### src/design/whp_pkg.sv
// Package for the WAV header parser: phase and error codes, chunk tags,
// parser state and result types, and the per-phase field length table.
// No dependencies.
package whp_pkg;

  // Chunk tags as little-endian 32-bit words.
  localparam logic [31:0] TAG_RIFF = 32'h4646_4952;
  localparam logic [31:0] TAG_WAVE = 32'h4556_4157;
  localparam logic [31:0] TAG_FMT  = 32'h2074_6D66;
  localparam logic [31:0] TAG_DATA = 32'h6174_6164;

  localparam logic [31:0] FMT_PCM       = 32'd1;
  localparam logic [31:0] BITS_8        = 32'd8;
  localparam logic [31:0] BITS_16       = 32'd16;
  localparam logic [31:0] FMT_BASE_SIZE = 32'd16;

  localparam logic [1:0] SBYTES_NONE = 2'd0;
  localparam logic [1:0] SBYTES_8    = 2'd1;
  localparam logic [1:0] SBYTES_16   = 2'd2;

  typedef enum logic [3:0] {
    PH_RIFF      = 4'd0,
    PH_RIFFSIZE  = 4'd1,
    PH_WAVE      = 4'd2,
    PH_FMTTAG    = 4'd3,
    PH_FMTSIZE   = 4'd4,
    PH_FORMAT    = 4'd5,
    PH_CHANNELS  = 4'd6,
    PH_RATE      = 4'd7,
    PH_BYTERATE  = 4'd8,
    PH_ALIGN     = 4'd9,
    PH_BITS      = 4'd10,
    PH_CHUNKID   = 4'd11,
    PH_OTHERSIZE = 4'd12,
    PH_DATASIZE  = 4'd13,
    PH_SKIP      = 4'd14,
    PH_PAYLOAD   = 4'd15
  } phase_t;

  typedef enum logic [2:0] {
    ERR_NONE     = 3'd0,
    ERR_RIFF     = 3'd1,
    ERR_WAVE     = 3'd2,
    ERR_FMT_TAG  = 3'd3,
    ERR_FORMAT   = 3'd4,
    ERR_BITS     = 3'd5,
    ERR_FMT_SIZE = 3'd6,
    ERR_NO_DATA  = 3'd7
  } err_t;

  typedef struct packed {
    phase_t      phase;
    logic [2:0]  field_offset;
    logic [31:0] field_acc;
    logic [31:0] skip_remaining;
    logic [31:0] format_size;
    logic [15:0] channels;
    logic [31:0] rate;
    logic [1:0]  sample_bytes;
    logic [31:0] data_size;
    err_t        err;
  } whp_state_t;

  typedef struct packed {
    logic        payload_valid;
    logic [7:0]  payload_byte;
    logic        header_ready;
    logic [15:0] channel_count;
    logic [31:0] sample_rate;
    logic [1:0]  bytes_per_sample;
    logic [31:0] data_size;
    logic [2:0]  error_code;
  } whp_result_t;

  localparam whp_state_t STATE_RESET = '{
    phase:          PH_RIFF,
    field_offset:   3'd0,
    field_acc:      32'd0,
    skip_remaining: 32'd0,
    format_size:    32'd0,
    channels:       16'd0,
    rate:           32'd0,
    sample_bytes:   SBYTES_NONE,
    data_size:      32'd0,
    err:            ERR_NONE
  };

  // Number of bytes in the header field collected during each phase.
  function automatic logic [2:0] field_len(phase_t ph);
    logic [2:0] len;
    unique case (ph)
      PH_FORMAT, PH_CHANNELS, PH_ALIGN, PH_BITS: len = 3'd2;
      PH_SKIP, PH_PAYLOAD:                       len = 3'd0;
      default:                                   len = 3'd4;
    endcase
    return len;
  endfunction

endpackage

### src/design/whp_if.sv
// Valid/ready channel interfaces for the WAV header parser.
// Depends on nothing; payload widths follow the parser's item fields.
interface whp_in_if;
  logic       valid;
  logic       ready;
  logic [7:0] data_byte;
  logic       first;
  logic       last;

  modport source (output valid, data_byte, first, last, input ready);
  modport sink   (input valid, data_byte, first, last, output ready);
endinterface

interface whp_out_if;
  logic        valid;
  logic        ready;
  logic        payload_valid;
  logic [7:0]  payload_byte;
  logic        header_ready;
  logic [15:0] channel_count;
  logic [31:0] sample_rate;
  logic [1:0]  bytes_per_sample;
  logic [31:0] data_size;
  logic [2:0]  error_code;

  modport source (output valid, payload_valid, payload_byte, header_ready, channel_count,
                  sample_rate, bytes_per_sample, data_size, error_code, input ready);
  modport sink   (input valid, payload_valid, payload_byte, header_ready, channel_count,
                  sample_rate, bytes_per_sample, data_size, error_code, output ready);
endinterface

### src/design/wav_header_parser_core.sv
// Top level of the WAV header parser: parser state register, result register
// and channel handshake. Depends on whp_pkg, whp_if and whp_step.
//
//  Channel | Direction | Payload
//  --------+-----------+-------------------------------------------------------
//  in_ch   | in        | data_byte, first, last
//  out_ch  | out       | payload_valid, payload_byte, header_ready, channel_count,
//          |           | sample_rate, bytes_per_sample, data_size, error_code
//
// Each accepted byte yields one result item, registered and shown on out_ch in the
// next cycle; the block takes one byte per cycle while out_ch is not stalled. Reset
// is synchronous and returns the parser to the RIFF tag. While a result waits on
// out_ch, a new byte is still taken if the result is taken in the same cycle.
module wav_header_parser_core (
  input  logic             clk,
  input  logic             rst_n,
  whp_in_if.sink           in_ch,
  whp_out_if.source        out_ch
);
  import whp_pkg::*;

  whp_state_t  state_r;
  whp_state_t  state_nxt;
  whp_result_t res_r;
  whp_result_t res_nxt;
  logic        out_valid_r;
  logic        in_accept;

  // Take a byte whenever the result register is empty or being drained.
  assign in_ch.ready = !out_valid_r || out_ch.ready;
  assign in_accept   = in_ch.valid && in_ch.ready;

  whp_step u_step (
    .state_cur (state_r),
    .data_byte (in_ch.data_byte),
    .first     (in_ch.first),
    .last      (in_ch.last),
    .state_nxt (state_nxt),
    .res_nxt   (res_nxt)
  );

  // Parser state advances once per accepted item.
  always_ff @(posedge clk) begin
    if (!rst_n) begin
      state_r <= STATE_RESET;
    end else if (in_accept) begin
      state_r <= state_nxt;
    end
  end

  // Result register and its valid flag.
  always_ff @(posedge clk) begin
    if (!rst_n) begin
      out_valid_r <= 1'b0;
    end else if (in_accept) begin
      out_valid_r <= 1'b1;
    end else if (out_ch.ready) begin
      out_valid_r <= 1'b0;
    end
  end

  always_ff @(posedge clk) begin
    if (in_accept) begin
      res_r <= res_nxt;
    end
  end

  assign out_ch.valid            = out_valid_r;
  assign out_ch.payload_valid    = res_r.payload_valid;
  assign out_ch.payload_byte     = res_r.payload_byte;
  assign out_ch.header_ready     = res_r.header_ready;
  assign out_ch.channel_count    = res_r.channel_count;
  assign out_ch.sample_rate      = res_r.sample_rate;
  assign out_ch.bytes_per_sample = res_r.bytes_per_sample;
  assign out_ch.data_size        = res_r.data_size;
  assign out_ch.error_code       = res_r.error_code;

  // An accepted item always produces a result on the next cycle.
  assert property (@(posedge clk) disable iff (!rst_n) in_accept |=> out_valid_r)
    else $error("accepted item produced no result");

  // Payload bytes only flow with no error and never on the header byte.
  assert property (@(posedge clk) disable iff (!rst_n)
    (out_valid_r && res_r.payload_valid) |-> (res_r.error_code == ERR_NONE
                                              && !res_r.header_ready))
    else $error("payload item with error or header flag");

  // A latched error freezes the phase until a byte marked first.
  assert property (@(posedge clk) disable iff (!rst_n)
    (state_r.err != ERR_NONE && !(in_accept && in_ch.first)) |=> $stable(state_r.phase))
    else $error("phase moved while an error was latched");

  // Header ready is reported only as the parser enters the payload phase.
  assert property (@(posedge clk) disable iff (!rst_n)
    (in_accept && res_nxt.header_ready) |=> (state_r.phase == PH_PAYLOAD))
    else $error("header ready without entering payload phase");

endmodule

### src/design/whp_step.sv
// Combinational next-state and result logic for one input byte of the parser.
// Depends on whp_pkg.
module whp_step (
  input  whp_pkg::whp_state_t  state_cur,
  input  logic [7:0]           data_byte,
  input  logic                 first,
  input  logic                 last,
  output whp_pkg::whp_state_t  state_nxt,
  output whp_pkg::whp_result_t res_nxt
);
  import whp_pkg::*;

  whp_state_t  s;
  whp_state_t  n;
  logic [31:0] acc_new;
  logic [2:0]  off_inc;
  logic [31:0] fmt_extra;
  logic        pv;
  logic [7:0]  pb;
  logic        hr;

  assign fmt_extra = s.format_size - FMT_BASE_SIZE;

  always_comb begin
    // A byte marked first restarts the parser before it is consumed.
    s = first ? STATE_RESET : state_cur;
    n = s;
    pv = 1'b0;
    pb = 8'd0;
    hr = 1'b0;
    acc_new = s.field_acc;
    off_inc = s.field_offset + 3'd1;

    // Merge this byte into the little-endian field word.
    unique case (s.field_offset[1:0])
      2'd0: acc_new = s.field_acc | {24'd0, data_byte};
      2'd1: acc_new = s.field_acc | {16'd0, data_byte, 8'd0};
      2'd2: acc_new = s.field_acc | {8'd0, data_byte, 16'd0};
      2'd3: acc_new = s.field_acc | {data_byte, 24'd0};
      default: acc_new = s.field_acc;
    endcase

    if (s.err == ERR_NONE) begin
      if (s.phase == PH_PAYLOAD) begin
        pv = 1'b1;
        pb = data_byte;
      end else if (s.phase == PH_SKIP) begin
        // Count down the chunk body, then drop the pad byte if one is owed.
        if (s.skip_remaining != 32'd0) begin
          n.skip_remaining = s.skip_remaining - 32'd1;
        end else begin
          n.field_offset = 3'd0;
        end
        if (n.skip_remaining == 32'd0 && n.field_offset == 3'd0) begin
          n.phase = PH_CHUNKID;
        end
      end else if (off_inc < field_len(s.phase)) begin
        n.field_acc = acc_new;
        n.field_offset = off_inc;
      end else begin
        // Field complete: act on its value.
        n.field_acc = 32'd0;
        n.field_offset = 3'd0;
        unique case (s.phase)
          PH_RIFF: begin
            if (acc_new != TAG_RIFF) n.err = ERR_RIFF;
            else n.phase = PH_RIFFSIZE;
          end
          PH_RIFFSIZE: n.phase = PH_WAVE;
          PH_WAVE: begin
            if (acc_new != TAG_WAVE) n.err = ERR_WAVE;
            else n.phase = PH_FMTTAG;
          end
          PH_FMTTAG: begin
            if (acc_new != TAG_FMT) n.err = ERR_FMT_TAG;
            else n.phase = PH_FMTSIZE;
          end
          PH_FMTSIZE: begin
            n.format_size = acc_new;
            n.phase = PH_FORMAT;
          end
          PH_FORMAT: begin
            if (acc_new != FMT_PCM) n.err = ERR_FORMAT;
            else n.phase = PH_CHANNELS;
          end
          PH_CHANNELS: begin
            n.channels = acc_new[15:0];
            n.phase = PH_RATE;
          end
          PH_RATE: begin
            n.rate = acc_new;
            n.phase = PH_BYTERATE;
          end
          PH_BYTERATE: n.phase = PH_ALIGN;
          PH_ALIGN:    n.phase = PH_BITS;
          PH_BITS: begin
            // Sample width is checked before the format size.
            if (acc_new == BITS_8 || acc_new == BITS_16) begin
              n.sample_bytes = (acc_new == BITS_8) ? SBYTES_8 : SBYTES_16;
              if (s.format_size < FMT_BASE_SIZE) begin
                n.err = ERR_FMT_SIZE;
              end else begin
                // Skip any extra format bytes plus a pad byte on odd sizes.
                n.skip_remaining = fmt_extra;
                n.field_offset = {2'd0, s.format_size[0]};
                n.phase = (fmt_extra == 32'd0 && !s.format_size[0]) ? PH_CHUNKID : PH_SKIP;
              end
            end else begin
              n.err = ERR_BITS;
            end
          end
          PH_CHUNKID: n.phase = (acc_new == TAG_DATA) ? PH_DATASIZE : PH_OTHERSIZE;
          PH_OTHERSIZE: begin
            n.skip_remaining = acc_new;
            n.field_offset = {2'd0, acc_new[0]};
            n.phase = (acc_new == 32'd0) ? PH_CHUNKID : PH_SKIP;
          end
          PH_DATASIZE: begin
            n.data_size = acc_new;
            n.phase = PH_PAYLOAD;
            hr = 1'b1;
          end
          default: n.phase = s.phase;
        endcase
      end

      // A stream that ends before the payload is flagged.
      if (last && n.err == ERR_NONE && n.phase != PH_PAYLOAD) begin
        n.err = ERR_NO_DATA;
      end
    end

    state_nxt = n;
    res_nxt.payload_valid    = pv;
    res_nxt.payload_byte     = pb;
    res_nxt.header_ready     = hr;
    res_nxt.channel_count    = n.channels;
    res_nxt.sample_rate      = n.rate;
    res_nxt.bytes_per_sample = n.sample_bytes;
    res_nxt.data_size        = n.data_size;
    res_nxt.error_code       = n.err;
  end

endmodule

### src/flat_wrapper.sv
// flat-port wrapper written by rule: the top's interface ports become plain ports
module wav_header_parser_core_flat import whp_pkg::*;
  (clk, rst_n, in_ch_valid, in_ch_data_byte, in_ch_first, in_ch_last, in_ch_ready, out_ch_valid, out_ch_payload_valid, out_ch_payload_byte, out_ch_header_ready, out_ch_channel_count, out_ch_sample_rate, out_ch_bytes_per_sample, out_ch_data_size, out_ch_error_code, out_ch_ready);
  whp_in_if in_ch_i ();
  whp_out_if out_ch_i ();
  input  logic clk;
  input  logic rst_n;
  input wire logic [$bits(in_ch_i.valid)-1:0] in_ch_valid;
  input wire logic [$bits(in_ch_i.data_byte)-1:0] in_ch_data_byte;
  input wire logic [$bits(in_ch_i.first)-1:0] in_ch_first;
  input wire logic [$bits(in_ch_i.last)-1:0] in_ch_last;
  output wire logic [$bits(in_ch_i.ready)-1:0] in_ch_ready;
  output wire logic [$bits(out_ch_i.valid)-1:0] out_ch_valid;
  output wire logic [$bits(out_ch_i.payload_valid)-1:0] out_ch_payload_valid;
  output wire logic [$bits(out_ch_i.payload_byte)-1:0] out_ch_payload_byte;
  output wire logic [$bits(out_ch_i.header_ready)-1:0] out_ch_header_ready;
  output wire logic [$bits(out_ch_i.channel_count)-1:0] out_ch_channel_count;
  output wire logic [$bits(out_ch_i.sample_rate)-1:0] out_ch_sample_rate;
  output wire logic [$bits(out_ch_i.bytes_per_sample)-1:0] out_ch_bytes_per_sample;
  output wire logic [$bits(out_ch_i.data_size)-1:0] out_ch_data_size;
  output wire logic [$bits(out_ch_i.error_code)-1:0] out_ch_error_code;
  input wire logic [$bits(out_ch_i.ready)-1:0] out_ch_ready;
  assign in_ch_i.valid = in_ch_valid;
  assign in_ch_i.data_byte = in_ch_data_byte;
  assign in_ch_i.first = in_ch_first;
  assign in_ch_i.last = in_ch_last;
  assign in_ch_ready = in_ch_i.ready;
  assign out_ch_valid = out_ch_i.valid;
  assign out_ch_payload_valid = out_ch_i.payload_valid;
  assign out_ch_payload_byte = out_ch_i.payload_byte;
  assign out_ch_header_ready = out_ch_i.header_ready;
  assign out_ch_channel_count = out_ch_i.channel_count;
  assign out_ch_sample_rate = out_ch_i.sample_rate;
  assign out_ch_bytes_per_sample = out_ch_i.bytes_per_sample;
  assign out_ch_data_size = out_ch_i.data_size;
  assign out_ch_error_code = out_ch_i.error_code;
  assign out_ch_i.ready = out_ch_ready;
  wav_header_parser_core u_core (.clk(clk), .rst_n(rst_n), .in_ch(in_ch_i), .out_ch(out_ch_i));
endmodule
### config.mk
export PLATFORM = sky130hd
export DESIGN_NAME = wav_header_parser_core_flat
export DESIGN_NICKNAME = d
export VERILOG_FILES = /design/src/design/whp_pkg.sv /design/src/design/whp_if.sv /design/src/design/wav_header_parser_core.sv /design/src/design/whp_step.sv /design/src/flat_wrapper.sv
export SDC_FILE = /design/constraint.sdc
export NUM_CORES = 1
export LEC_CHECK = 0
export BUFFER_PORTS_ARGS = -buffer_cell sky130_fd_sc_hd__buf_2
export CAP_MARGIN = 20
export CORE_MARGIN = 2
export CORE_UTILIZATION = 38
export DETAILED_ROUTE_END_ITERATION = 6
export PLACE_DENSITY_LB_ADDON = 0.15
export SLEW_MARGIN = 15
export SYNTH_ARGS = -nofsm -noshare
export SYNTH_HDL_FRONTEND = slang
export SYNTH_SLANG_ARGS = --single-unit
### constraint.sdc
create_clock -name clk -period 5.2 [get_ports clk]
set_input_delay 0.78 -clock clk [delete_from_list [all_inputs] [get_ports clk]]
set_output_delay 0.78 -clock clk [all_outputs]
set_load 0.03 [all_outputs]
==> impl_metrics.csv <==
group,metric,value,unit
run_status,status,"completed",
clock_network,clk_latency,550,ps
logic_synthesis,avgSynthCellArea,7.83,um2
setup_path,worstSetupPathType,"register to register",
global_routing,grt_max_degree,123,
logic_synthesis,syn_inst,2092,
global_routing,grt_util_all_layers,32.2,%
floorplanning,rows,76,
final_layout,drive_gt1_share,13.1,%
clock_network,cts_tree,"yes",
timing,maxSlewHeadroom,23.2,%
timing,finalWorstSetupSlack,691,ps
routing,routed_wirelength,72900,um
routing,wire_per_inst,26.8,um
logic_synthesis,yosys-top-cells-area,"dfxtp_1 (23%), edfxtp_1 (17%), nand2_1 (6.1%)",
timing,final_hold_viol_count,0,
routing,post_drt_via_cell_ratio,6.33,
timing,setup_tns,0,ps
power_and_ir_drop,seq_power_share,42.0,%
logic_synthesis,yosys.area.top_type,"dfxtp_1",
clock_network,clockBufferDepth,3,
timing,rsz0062_at_grt,"no",
timing,clock_skew,17.4,ps
placement,dp_slack,288,ps
floorplanning,core,42800,um2
timing,worst_pin_slew,1140,ps
logic_synthesis,yosysWarnings,0,
routing,antenna_left,0,
logic_synthesis,synthFlopType,"dfxtp_1",
setup_path,regToRegStartpoint,"u_core.state_r[90]$_SDFFE_PN0P_",
clock_network,postCtsResizedCells,0,
placement,place_congestion,0.984,
logic_synthesis,synth_edf_count,95,
floorplanning,start_util,38.3,%
placement,io_buffers,110,
clock_network,cts_setup_buffers,0,
clock_network,clock_sinks,284,
global_routing,grt_pass1_vias,15900,
logic_synthesis,ys_seq_elements,284,
final_layout,area_growth,14.3,%
timing,period_needed,4510,ps
logic_synthesis,yosysTopAreaCellShare,23.1,%
setup_path,r2r_slack,690,ps
setup_path,crit_path_end,"u_core.state_r[0]$_SDFFE_PN0P_",
setup_path,cp_data_arrival_time,4970,ps
flow_run,drv_cap,0,
power_and_ir_drop,p_sw,1.77,mW
hold_path,hp-class,"register to register",
power_and_ir_drop,vdd_drop_max,234,uV
setup_path,worstPathMaxFanout,6,
power_and_ir_drop,power_frac_clock,41.8,%
setup_path,cp-start-kind,"register",
logic_synthesis,syn-num-nets,2114,
timing,finalCritPeriodShare,86.7,%
logic_synthesis,netlist-cell-type-count,90,
timing,slew_viol_final,0,
final_layout,fillers,4394,
power_and_ir_drop,powerDensity,310,nW/um2
power_and_ir_drop,power,5.80,mW
logic_synthesis,seq_area_frac_synth,40.5,%
routing,drt_iter0_drc,2099,
placement,hpwl,52200,um
logic_synthesis,syn_area,16400,um2
logic_synthesis,async_flop_share,0,%
logic_synthesis,synth_most_common_cell,"nand2_1",
floorplanning,io-pin-count,111,
final_layout,nets,2165,
power_and_ir_drop,swShare,30.6,%
power_and_ir_drop,combPwrFrac,16.1,%
clock_network,cts_buffers,35,
floorplanning,chipWidth,212,um
logic_synthesis,synth.cells.most_frequent,"nand2_1 (264), nor2_1 (210), dfxtp_1 (189)",
clock_network,htreeDepth,2,
setup_path,endpoint_kind,"register",
setup_path,r2r_end,"u_core.state_r[0]$_SDFFE_PN0P_",
clock_network,hold_buffers,0,
global_routing,grt-ovfl-total,0,
timing,finalSetupViolations,0,
clock_network,root_buffer,"clkbuf_16",
global_routing,antenna_found_initial,2,
timing,max_freq,222,MHz
power_and_ir_drop,p_int,4.03,mW
routing,vias,17200,
final_layout,multi_input_area,8910,um2
global_routing,grt_pass1_wl,108000,um
setup_path,crit_start,"u_core.state_r[90]$_SDFFE_PN0P_",
clock_network,cts.clk_slew.worst_paths,60,ps
floorplanning,dieArea,44800,um2
final_layout,antennaDiodeCount,0,
routing,post-route-drc-count,0,
final_layout,regArea,6640,um2
power_and_ir_drop,p_leak,6.62,nW
setup_path,cp.required,5660,ps
setup_path,r2r.worst_path.cells,12,
routing,firstDrtPassIters,6,
floorplanning,die_h,212,um
cells in the final DEF, fill, tap and decap left out, types with 9 or more instances in the layout:
cell       count
a22oi_1       49
clkbuf_16     35
a221oi_1      12
nand4_1       23
inv_1         34
nand2_1      263
and2_1        20
nor2b_1       34
dfxtp_1      189
nor3_1        98
a22o_1        13
nor4_1        46
or3_1         17
o22ai_1       24
a31oi_1       20
xnor2_1       15
o31ai_1        9
a21oi_1      185
o21ai_0      156
nor2_1       208
a211oi_1      17
buf_4         81
nand2b_1      13
buf_2        109
mux2i_1       11
o221ai_1      11
a32oi_1       12
edfxtp_1      95
o211ai_1      13
nand3_1      134
state kept, by name, indices dropped and copies added (netlist names):
signal,cells
u_core.out_ch.data_size,32
u_core.out_ch.payload_valid,1
u_core.out_ch.bytes_per_sample,2
u_core.out_ch.sample_rate,32
u_core.out_ch.channel_count,16
u_core.out_ch.payload_byte,8
u_core.state_r,188
u_core.out_ch.header_ready,1
u_core.out_ch.error_code,3
u_core.out_ch.valid,1
metrics by stage:
| step | cells | hold slack, ps | utilization [%] | cell area, um2 |
|---|---|---|---|---|
| after floorplan | 2092 | 432 | - | 16400 |
| after global placement | 2652 | 441 | 41.1 | 17600 |
| after detailed placement | 2652 | 447 | 41.1 | 17600 |
| after CTS | 2716 | 455 | 43.7 | 18700 |
| after global routing | 2716 | 473 | 43.7 | 18700 |
| final | 2716 | 454 | 43.7 | 18700 |
critical path: stages (launching register included):
cell and delay, ps:
dfxtp_1 400, nand2_1 160, ha_1 210, or3b_1 420
o311ai_0 320, nand3b_1 240, a2111oi_0 650, nand3_1 170
nor4_2 800, nor3b_1 120, a211oi_1 490, o211ai_4 190
a311oi_2 270
kinds of logic after synthesis:
logic type / share of synthesized area [%]
and+or+nand+nor: 27.0
AOI/OAI and AO/OA: 24.3
DFF: 40.5
buffers and inverters: 5.33
xor gates and xnor gates: 1.18
muxes: 0.947
adders and majority gates: 0.672
area by class of cell:
class,count,area share (%)
Tap cell,546,3.65
Sequential cell,284,35.5
Clock inverter,17,0.949
Clock buffer,47,5.13
Multi-Input combinational cell,1593,47.6
Timing Repair Buffer,192,6.38
Inverter,37,0.809
power groups by stage:
stage	sequential [mW]	combinational, mW	clock, mW
after floorplan	2.53	0.523	0
after global placement	2.49	0.923	0
after detailed placement	2.49	0.918	0
after CTS	2.44	0.921	2.47
after global routing	2.45	0.997	2.55
final	2.44	0.936	2.43
worst min path at each step:
stage / to / startpoint / cells past startpoint / slack (ps)
finish: u_core.state_r[23]$_SDFFE_PN0P_ / u_core.state_r[23]$_SDFFE_PN0P_ / 2 / 450
global route: u_core.state_r[6]$_SDFFE_PN0P_ / u_core.state_r[6]$_SDFFE_PN0P_ / 2 / 470
CTS: u_core.state_r[31]$_SDFFE_PN0P_ / u_core.state_r[31]$_SDFFE_PN0P_ / 2 / 450
detailed placement: u_core.state_r[56]$_SDFFE_PN0P_ / u_core.state_r[56]$_SDFFE_PN0P_ / 2 / 450
global placement: u_core.state_r[33]$_SDFFE_PN0P_ / u_core.state_r[33]$_SDFFE_PN0P_ / 2 / 440
floorplan: u_core.state_r[33]$_SDFFE_PN0P_ / u_core.state_r[33]$_SDFFE_PN0P_ / 2 / 430
per-layer routing:
metal  share of wire (%)  vias to the layer above  routed length (um)  track usage [%]
li1                    -                     7830                   -                -
met1                  42                     8349               30400             42.8
met2                  45                      848               32900             50.7
met3                 8.3                      164                6020             6.02
met4                 4.8                        4                3510             14.8
met5               0.032                        -                  23                0
Power figures use the tool's default switching activity.
